<file path="src/rtl/wdtc_pkg.sv">
// Package for the weigh-dose trickle controller.
// Field widths, constants and the divider request/response types.
// No dependencies.
`default_nettype none

package wdtc_pkg;

  localparam int MassW     = 20;
  localparam int TargetW   = 16;
  localparam int ElapsedW  = 8;
  localparam int MarginW   = 10;
  localparam int BandW     = 12;
  localparam int TimeW     = 16;
  localparam int ProgW     = 8;
  localparam int QuotW     = 7;   // quotient bits below the full-bar value
  localparam int CfgIdxW   = 2;
  localparam int CfgDataW  = 16;
  localparam int InDataW   = 48;
  localparam int OutDataW  = 16;

  localparam logic [TimeW-1:0] TimerMax = {TimeW{1'b1}};
  localparam logic [ProgW-1:0] BarFull  = 8'd128;

  localparam logic [MarginW-1:0] StopMarginRst  = 10'd4;
  localparam logic [BandW-1:0]   TrickleBandRst = 12'd100;
  localparam logic [TimeW-1:0]   SettleTimeRst  = 16'd2000;
  localparam logic [TimeW-1:0]   BumpTimeRst    = 16'd100;

  localparam logic [CfgIdxW-1:0] RegStopMargin  = 2'd0;
  localparam logic [CfgIdxW-1:0] RegTrickleBand = 2'd1;
  localparam logic [CfgIdxW-1:0] RegSettleTime  = 2'd2;
  localparam logic [CfgIdxW-1:0] RegBumpTime    = 2'd3;

  typedef struct packed {
    logic               start;
    logic [TargetW-1:0] num;   // below den whenever start is set
    logic [TargetW-1:0] den;
  } div_req_t;

  typedef struct packed {
    logic             done;
    logic [QuotW-1:0] quot;
  } div_rsp_t;

endpackage

`default_nettype wire

</file>
<file path="src/rtl/wdtc_div.sv">
// Shift-subtract divider for the progress bar: floor(num*128/den), num < den.
// One quotient bit per cycle, seven quotient bits in all. Uses wdtc_pkg.
`default_nettype none

module wdtc_div (
  input  wire logic              clk_i,
  input  wire logic              rst_ni,
  input  wire wdtc_pkg::div_req_t req_i,
  output wdtc_pkg::div_rsp_t      rsp_o
);

  logic                           busy_q, busy_d;
  logic                           done_q, done_d;
  logic [2:0]                     cnt_q, cnt_d;
  logic [wdtc_pkg::TargetW-1:0]   rem_q, rem_d;
  logic [wdtc_pkg::TargetW-1:0]   den_q, den_d;
  logic [wdtc_pkg::QuotW-1:0]     quot_q, quot_d;
  logic [wdtc_pkg::TargetW:0]     shifted;
  logic                           fits;

  assign shifted = {rem_q, 1'b0};
  assign fits    = shifted >= {1'b0, den_q};

  always_comb begin
    busy_d = busy_q;
    done_d = 1'b0;
    cnt_d  = cnt_q;
    rem_d  = rem_q;
    den_d  = den_q;
    quot_d = quot_q;
    if (req_i.start) begin
      busy_d = 1'b1;
      cnt_d  = 3'(wdtc_pkg::QuotW);
      rem_d  = req_i.num;
      den_d  = req_i.den;
      quot_d = '0;
    end else if (busy_q) begin
      if (fits) begin
        rem_d = wdtc_pkg::TargetW'(shifted - {1'b0, den_q});
      end else begin
        rem_d = shifted[wdtc_pkg::TargetW-1:0];
      end
      quot_d = {quot_q[wdtc_pkg::QuotW-2:0], fits};
      cnt_d  = cnt_q - 3'd1;
      if (cnt_q == 3'd1) begin
        busy_d = 1'b0;
        done_d = 1'b1;
      end
    end
  end

  always_ff @(posedge clk_i or negedge rst_ni) begin
    if (!rst_ni) begin
      busy_q <= 1'b0;
      done_q <= 1'b0;
      cnt_q  <= '0;
    end else begin
      busy_q <= busy_d;
      done_q <= done_d;
      cnt_q  <= cnt_d;
    end
  end

  always_ff @(posedge clk_i) begin
    rem_q  <= rem_d;
    den_q  <= den_d;
    quot_q <= quot_d;
  end

  assign rsp_o.done = done_q;
  assign rsp_o.quot = quot_q;

endmodule

`default_nettype wire

</file>
<file path="src/rtl/weigh_dose_trickle_controller.sv">
// Top level of the weigh-dose trickle controller.
// Sample sequencer, config registers and output register; uses wdtc_pkg, wdtc_div.
`default_nettype none

// Usage:
//   s_axis: one scale sample per beat. tdata = mass[19:0], target_weight[35:20],
//   elapsed_ms[43:36], cancel[44], zero padded to 48 bits.
//   m_axis: one result beat per sample. tdata = motor_on[0], running[1],
//   progress[9:2], zero padded to 16 bits; tlast = finished (run reached target).
//   cfg: cfg_we_i writes cfg_data_i into register cfg_idx_i
//   (0 stop_margin, 1 trickle_band, 2 settle_time, 3 bump_time). Write only
//   while idle.
//   Path: from the accepting edge through S_EVAL and S_OUT into the output
//   register that drives m_axis_tvalid; when the progress bar is computed,
//   S_DIV runs 7 quotient steps in the bit-serial divider and takes its result.
//   One sample is worked at a time; the next is taken only after it.
//   s_axis_tready is high whenever no sample is in work, also while a result
//   waits in the output register. A stalled receiver holds the result; the
//   next sample then waits in the final step until the register frees up.
//   Reset: run idle, motor off, timer saturated, progress 0, registers to
//   their defaults. No clearing pass.

module weigh_dose_trickle_controller (
  input  wire logic                            clk_i,
  input  wire logic                            rst_ni,
  input  wire logic                            s_axis_tvalid,
  output logic                                 s_axis_tready,
  // mass, target_weight, elapsed_ms, cancel (from bit 0 up)
  input  wire logic [wdtc_pkg::InDataW-1:0]    s_axis_tdata,
  output logic                                 m_axis_tvalid,
  input  wire logic                            m_axis_tready,
  // motor_on, running, progress (from bit 0 up)
  output logic [wdtc_pkg::OutDataW-1:0]        m_axis_tdata,
  output logic                                 m_axis_tlast,
  input  wire logic                            cfg_we_i,
  input  wire logic [wdtc_pkg::CfgIdxW-1:0]    cfg_idx_i,
  input  wire logic [wdtc_pkg::CfgDataW-1:0]   cfg_data_i
);

  typedef enum logic [1:0] {S_IDLE, S_EVAL, S_DIV, S_OUT} state_e;

  state_e state_q;

  logic [wdtc_pkg::MarginW-1:0]  stop_margin_q;
  logic [wdtc_pkg::BandW-1:0]    trickle_band_q;
  logic [wdtc_pkg::TimeW-1:0]    settle_time_q;
  logic [wdtc_pkg::TimeW-1:0]    bump_time_q;

  logic                          active_q, relay_q, settling_q, done_q;
  logic [wdtc_pkg::TimeW-1:0]    timer_q;
  logic [wdtc_pkg::ProgW-1:0]    prog_q;

  logic signed [wdtc_pkg::MassW-1:0] mass_q;
  logic [wdtc_pkg::TargetW-1:0]  target_q;
  logic [wdtc_pkg::ElapsedW-1:0] elapsed_q;
  logic                          cancel_q;

  logic                          out_valid_q, out_last_q;
  logic [wdtc_pkg::OutDataW-1:0] out_data_q;

  wdtc_pkg::div_req_t div_req;
  wdtc_pkg::div_rsp_t div_rsp;

  logic                          in_fire, out_free;
  logic [wdtc_pkg::TimeW:0]      timer_sum;
  logic [wdtc_pkg::TimeW-1:0]    timer_sat;
  logic signed [21:0]            mass_x, target_x, diff_x;
  logic                          reach, above_band;

  assign in_fire       = s_axis_tvalid && s_axis_tready;
  assign s_axis_tready = (state_q == S_IDLE);
  assign out_free      = !out_valid_q || m_axis_tready;

  assign timer_sum = {1'b0, timer_q} + {9'd0, elapsed_q};
  assign timer_sat = timer_sum[wdtc_pkg::TimeW] ? wdtc_pkg::TimerMax
                                                 : timer_sum[wdtc_pkg::TimeW-1:0];

  assign mass_x     = 22'(mass_q);
  assign target_x   = {6'd0, target_q};
  assign diff_x     = target_x - mass_x;
  // mass >= target + margin, and target - mass > band
  assign reach      = diff_x <= -$signed({12'd0, stop_margin_q});
  assign above_band = diff_x > $signed({10'd0, trickle_band_q});

  assign div_req.num   = diff_x[wdtc_pkg::TargetW-1:0];
  assign div_req.den   = target_q;
  assign div_req.start = (state_q == S_EVAL) && active_q && !reach && !cancel_q
                         && above_band && (target_q != '0)
                         && (diff_x < target_x);

  wdtc_div u_div (
    .clk_i  (clk_i),
    .rst_ni (rst_ni),
    .req_i  (div_req),
    .rsp_o  (div_rsp)
  );

  always_ff @(posedge clk_i or negedge rst_ni) begin
    if (!rst_ni) begin
      stop_margin_q  <= wdtc_pkg::StopMarginRst;
      trickle_band_q <= wdtc_pkg::TrickleBandRst;
      settle_time_q  <= wdtc_pkg::SettleTimeRst;
      bump_time_q    <= wdtc_pkg::BumpTimeRst;
    end else if (cfg_we_i) begin
      case (cfg_idx_i)
        wdtc_pkg::RegStopMargin:  stop_margin_q  <= cfg_data_i[wdtc_pkg::MarginW-1:0];
        wdtc_pkg::RegTrickleBand: trickle_band_q <= cfg_data_i[wdtc_pkg::BandW-1:0];
        wdtc_pkg::RegSettleTime:  settle_time_q  <= cfg_data_i;
        wdtc_pkg::RegBumpTime:    bump_time_q    <= cfg_data_i;
        default: ;
      endcase
    end
  end

  always_ff @(posedge clk_i) begin
    if (in_fire) begin
      mass_q    <= s_axis_tdata[19:0];
      target_q  <= s_axis_tdata[35:20];
      elapsed_q <= s_axis_tdata[43:36];
      cancel_q  <= s_axis_tdata[44];
    end
  end

  always_ff @(posedge clk_i or negedge rst_ni) begin
    if (!rst_ni) begin
      state_q     <= S_IDLE;
      active_q    <= 1'b0;
      relay_q     <= 1'b0;
      settling_q  <= 1'b1;
      done_q      <= 1'b0;
      timer_q     <= wdtc_pkg::TimerMax;
      prog_q      <= '0;
      out_valid_q <= 1'b0;
      out_last_q  <= 1'b0;
      out_data_q  <= '0;
    end else begin
      if (out_valid_q && m_axis_tready) begin
        out_valid_q <= 1'b0;
      end
      case (state_q)
        S_IDLE: begin
          if (in_fire) begin
            state_q <= S_EVAL;
          end
        end
        S_EVAL: begin
          timer_q <= timer_sat;
          done_q  <= 1'b0;
          state_q <= S_OUT;
          if (!active_q) begin
            if (!cancel_q) begin
              active_q <= 1'b1;
              relay_q  <= 1'b1;
            end
          end else if (reach) begin
            relay_q  <= 1'b0;
            active_q <= 1'b0;
            done_q   <= 1'b1;
            prog_q   <= '0;
          end else if (cancel_q) begin
            relay_q  <= 1'b0;
            active_q <= 1'b0;
            prog_q   <= '0;
          end else if (above_band) begin
            relay_q <= 1'b1;
            if (target_q == '0) begin
              prog_q <= '0;
            end else if (diff_x >= target_x) begin
              prog_q <= wdtc_pkg::BarFull;
            end else begin
              state_q <= S_DIV;
            end
          end else if (settling_q) begin
            relay_q <= 1'b0;
            if (timer_sat >= settle_time_q) begin
              timer_q    <= '0;
              settling_q <= 1'b0;
            end
          end else begin
            relay_q <= 1'b1;
            if (timer_sat >= bump_time_q) begin
              timer_q    <= '0;
              settling_q <= 1'b1;
            end
          end
        end
        S_DIV: begin
          if (div_rsp.done) begin
            prog_q  <= {1'b0, div_rsp.quot};
            state_q <= S_OUT;
          end
        end
        S_OUT: begin
          if (out_free) begin
            out_valid_q <= 1'b1;
            out_last_q  <= done_q;
            out_data_q  <= {6'd0, prog_q, active_q, relay_q};
            state_q     <= S_IDLE;
          end
        end
        default: state_q <= S_IDLE;
      endcase
    end
  end

  assign m_axis_tvalid = out_valid_q;
  assign m_axis_tdata  = out_data_q;
  assign m_axis_tlast  = out_last_q;

endmodule

`default_nettype wire

</file>
<file path="config.mk">
export PLATFORM = sky130hd
export DESIGN_NAME = weigh_dose_trickle_controller
export DESIGN_NICKNAME = d
export VERILOG_FILES = /design/src/rtl/wdtc_pkg.sv /design/src/rtl/wdtc_div.sv /design/src/rtl/weigh_dose_trickle_controller.sv
export SDC_FILE = /design/constraint.sdc
export NUM_CORES = 1
export LEC_CHECK = 0
export BUFFER_PORTS_ARGS = -buffer_cell sky130_fd_sc_hd__buf_2
export CAP_MARGIN = 20
export CORE_MARGIN = 5
export CORE_UTILIZATION = 25
export CTS_CLUSTER_SIZE = 25
export DETAILED_ROUTE_END_ITERATION = 7
export GPL_TIMING_DRIVEN = 0
export MAX_ROUTING_LAYER = met4
export PLACE_DENSITY = 0.49
export SLEW_MARGIN = 10
export SYNTH_ARGS = -nofsm -noshare
export SYNTH_HDL_FRONTEND = slang
export SYNTH_SLANG_ARGS = --single-unit
</file>
<file path="constraint.sdc">
create_clock -name clk_i -period 6.99 [get_ports clk_i]
set_input_delay 0.699 -clock clk_i [delete_from_list [all_inputs] [get_ports clk_i]]
set_output_delay 0.699 -clock clk_i [all_outputs]
set_load 0.01 [all_outputs]
</file>
==> results.md <==
- Crit end category: flip-flop
- Synth Cell Area: 11700 um^2
- DP HPWL: 23.7 mm
- Slew headroom: 32.3%
- Avg Vias per Cell: 4.64
- TNS Setup: 0 ns
- Cell at the slowest stage of the critical path: a41oi_1
- Die Wd: 226 um
- Yosys reg bits: 185
- Gate power share: 43.1%
- Flop pwr share: 34.1%
- Final setup fails: 0
- Total GRT Usage: 12.5%
- Ys Warns: 0
- Antenna violations before repair: 1
- Highest Clock Rate: 160 MHz
- Synth Flop Type: edfxtp_1
- Clock Latency Late Sink: 0.47 ns
- CTS tree: done
- Nets: 1406
- Std cell rows: 79
- FF+latch area: 5020 um^2
- Int Power: 2.66 mW
- Clk slew on worst S/H paths: 0.08 ns
- Critical path launch point type: flip-flop
- Switch Pwr: 1.72 mW
- Fillers: 4792
- DRT Pass-1 Iters: 5
- Routed len/inst: 16.5 um
- Drt initial violations: 572
- H-tree Lvls: 4
- Layout Skew: 0.0128 ns
- Grt total ovfl: 0
- I/O pin cnt: 90
- Die height: 226 um
- Largest cells by area after synthesis: edfxtp_1, dfrtp_1, ha_1, dfstp_2, mux2_2
- Area growth from synthesis to layout: 15.8%
- Vias in the first global route: 8643
- Layout cell share with drive strength beyond 1: 21.4%
- Setup ws final: 0.741 ns
- Number of hold violations in the final report: 0
- # hold bufs at CTS: 0
- Largest net degree at the start of global routing: 89
- Required time worst endpoint: 7.09 ns
- Crit path DAT: 6.35 ns
- Yosys top cell area share: 19.8%
- Distinct cell type count after synthesis: 86
- # port buffers: 80
- Core Region: 46400 um^2
- Area taken by multi-input logic gates: 6010 um^2
- Drt total wl: 30.2 mm
- Num CTS Buffers: 17
- Slew @ Worst Pin: 1.01 ns
- Worst VDD drop: 0.214 mV
- Final total power: 4.37 mW
- Outcome: completed
- Clk buf depth: 2
- Synth area leader: edfxtp_1
- DRC: 0
- # resized after CTS: 0
- Post-synthesis sequential area ratio: 42.9%
- Unrepaired setup endpoints after global routing: no
- Hold WC Path Type: in -> async
- Post-DRT Antenna Nets: 0
- Starting density of the core: 25.2%
- Place WS: 0.627 ns
- Syn avg cell area: 10.6 um^2
- PD cells: 323 nW/um^2
- Async S/R FF share, synth: 54.6%
- Root buffer cell: clkbuf_16
- CTS sink cnt: 185
- CP Cell Sequence: inv_1 -> ha_1 -> inv_1 -> fa_1 -> a211oi_2 -> o21bai_1 -> a21oi_1 -> o21bai_1 -> a21oi_1 -> xnor2_1 -> ha_1 -> nand4_1 -> nor2_1 -> a41oi_1 -> a21boi_0 -> mux2_2 -> a2111oi_0 -> a41oi_1 -> nand4_1 -> or4_1 -> buf_6 -> buf_6 -> nand2_1
- Kind of critical path: reg -> reg
- Fin crit share: 89.4%
- Die footprint: 51200 um^2
- Tmin final: 6.25 ns
- Cells after synthesis: 1102
- Sw Share: 39.3%
- Clock power share: 22.9%
- Setup bufs post-CTS: 0
- First-pass GRT wire length: 48.0 mm
- Slowest stage delay, CP: 0.67 ns
- Post-synth EDFFs: 77
- Max-slew violation count: 0
- Vias post-DR: 8486
- Critical path fanouts, max: 16
- P_leak: 6.02 nW
- GPL Wtd Cong: 0.832
- Max_cap viols: 0
-- cell families after synthesis --
family / count (synthesis) / share of synthesized area [%]
DFF: 185 / 42.9
and+or+nand+nor: 263 / 11.6
other: 1 / 0.0321
xor gates and xnor gates: 45 / 3.37
buffers and inverters: 160 / 5.80
muxes: 78 / 7.45
AOI/OAI and AO/OA: 243 / 15.1
adders and majority gates: 127 / 13.8
-- area by class of cell --
cell class              count  share of cell area (%)
well taps                 607                    5.61
repair buffers             83                    3.39
multi-input cells         762                    44.4
clock buffers              20                    3.53
inverters                 126                    3.50
plain buffers              34                    1.51
flip-flops and latches    185                    37.1
clock inverters            12                   0.952
diodes                      1                  0.0185
-- routing by layer --
layer	share of wire, %	GRT usage (%)	wire length, um
met1	46	15.7	14100
met2	48	20.3	14600
met3	2.9	2.13	867
met4	2.3	4.39	690
met5	0	-	0
-- sequential cells by signal (all words and copies together) (netlist names), 12 cells and up --
register / cells
u_div.den_q: 16
u_div.rem_q: 16
settle_time_q: 16
timer_q: 16
target_q: 16
trickle_band_q: 12
mass_q: 20
bump_time_q: 16
-- stage by stage --
step / instances / hold slack (ns) / area (um^2) / utilization (%)
finish: 1830 / 0.0515 / 13500 / 29.2
global route: 1830 / 0.0312 / 13500 / 29.2
CTS: 1829 / 0.0257 / 13500 / 29.2
detailed placement: 1797 / 0.477 / 12900 / 27.9
global placement: 1794 / 0.470 / 12900 / 27.8
floorplan: 1107 / 0.403 / 11700 / -
-- worst max-delay path: cells and delay by family, from the launching register on --
kind | cells | cell delay, ns
AOI/OAI and AO/OA | 9 | 2.07
adders and majority gates | 3 | 0.98
and+or+nand+nor | 5 | 1.38
xor gates and xnor gates | 1 | 0.32
DFF | 1 | 0.46
muxes | 1 | 0.18
buffers and inverters | 4 | 0.46
-- cell usage after synthesis, types with 10 or more instances --
master	count
a21o_1	29
xor2_1	15
mux2_2	68
nor2_1	64
o21ai_0	35
inv_1	125
a31oi_1	16
nand4_1	19
dfrtp_1	71
nand2_1	71
clkbuf_1	17
dfstp_2	30
nor2b_1	10
a22o_1	16
xnor2_1	30
ha_1	123
edfxtp_1	77
nor3_1	14
nor4_1	10
nand2b_1	10
nand3_1	20
a21oi_1	50
-- power groups by stage --
stage / Sequential [mW] / Combinational, mW / Clock (mW)
final: 1.49 / 1.88 / 1.00
after global routing: 1.51 / 2.14 / 1.08
after detailed placement: 1.51 / 1.89 / 0
after floorplan: 1.47 / 1.37 / 0
after CTS: 1.49 / 1.91 / 1.04
after global placement: 1.51 / 1.83 / 0
-- final timing paths --
check,cells past startpoint,slack [ns],startpoint,endpoint
min in group clk_i,1,0.40,s_axis_tdata[43],elapsed_q[7]$_DFFE_PP_
max in group asynchronous,2,6.24,rst_ni,settle_time_q[10]$_DFFE_PN1P_
hold reg to reg,1,0.49,timer_q[0]$_DFFE_PN1P_,timer_q[0]$_DFFE_PN1P_
hold / removal,1,0.05,rst_ni,trickle_band_q[0]$_DFFE_PN0P_
setup / recovery,23,0.74,target_q[0]$_DFFE_PP_,u_div.rem_q[10]$_DFFE_PP_
setup reg to reg,23,0.74,target_q[0]$_DFFE_PP_,u_div.rem_q[10]$_DFFE_PP_
-- cells in the final DEF, fill, tap and decap left out, drive strengths merged, types with 14 or more instances in the layout --
master / netlist / routed
o21ai: 38 / 38
nor3: 14 / 14
edfxtp: 77 / 77
ha: 123 / 123
inv: 125 / 131
nand3: 20 / 20
dfrtp: 71 / 71
buf: 17 / 100
dfstp: 30 / 30
nor2: 67 / 67
nand2: 72 / 72
a22o: 17 / 17
nand4: 19 / 19
xnor2: 30 / 30
a21oi: 51 / 51
xor2: 15 / 15
clkbuf: 17 / 37
mux2: 69 / 69
a31oi: 19 / 19
a21o: 29 / 29
Note: power is estimated with default switching activity, not from simulation.
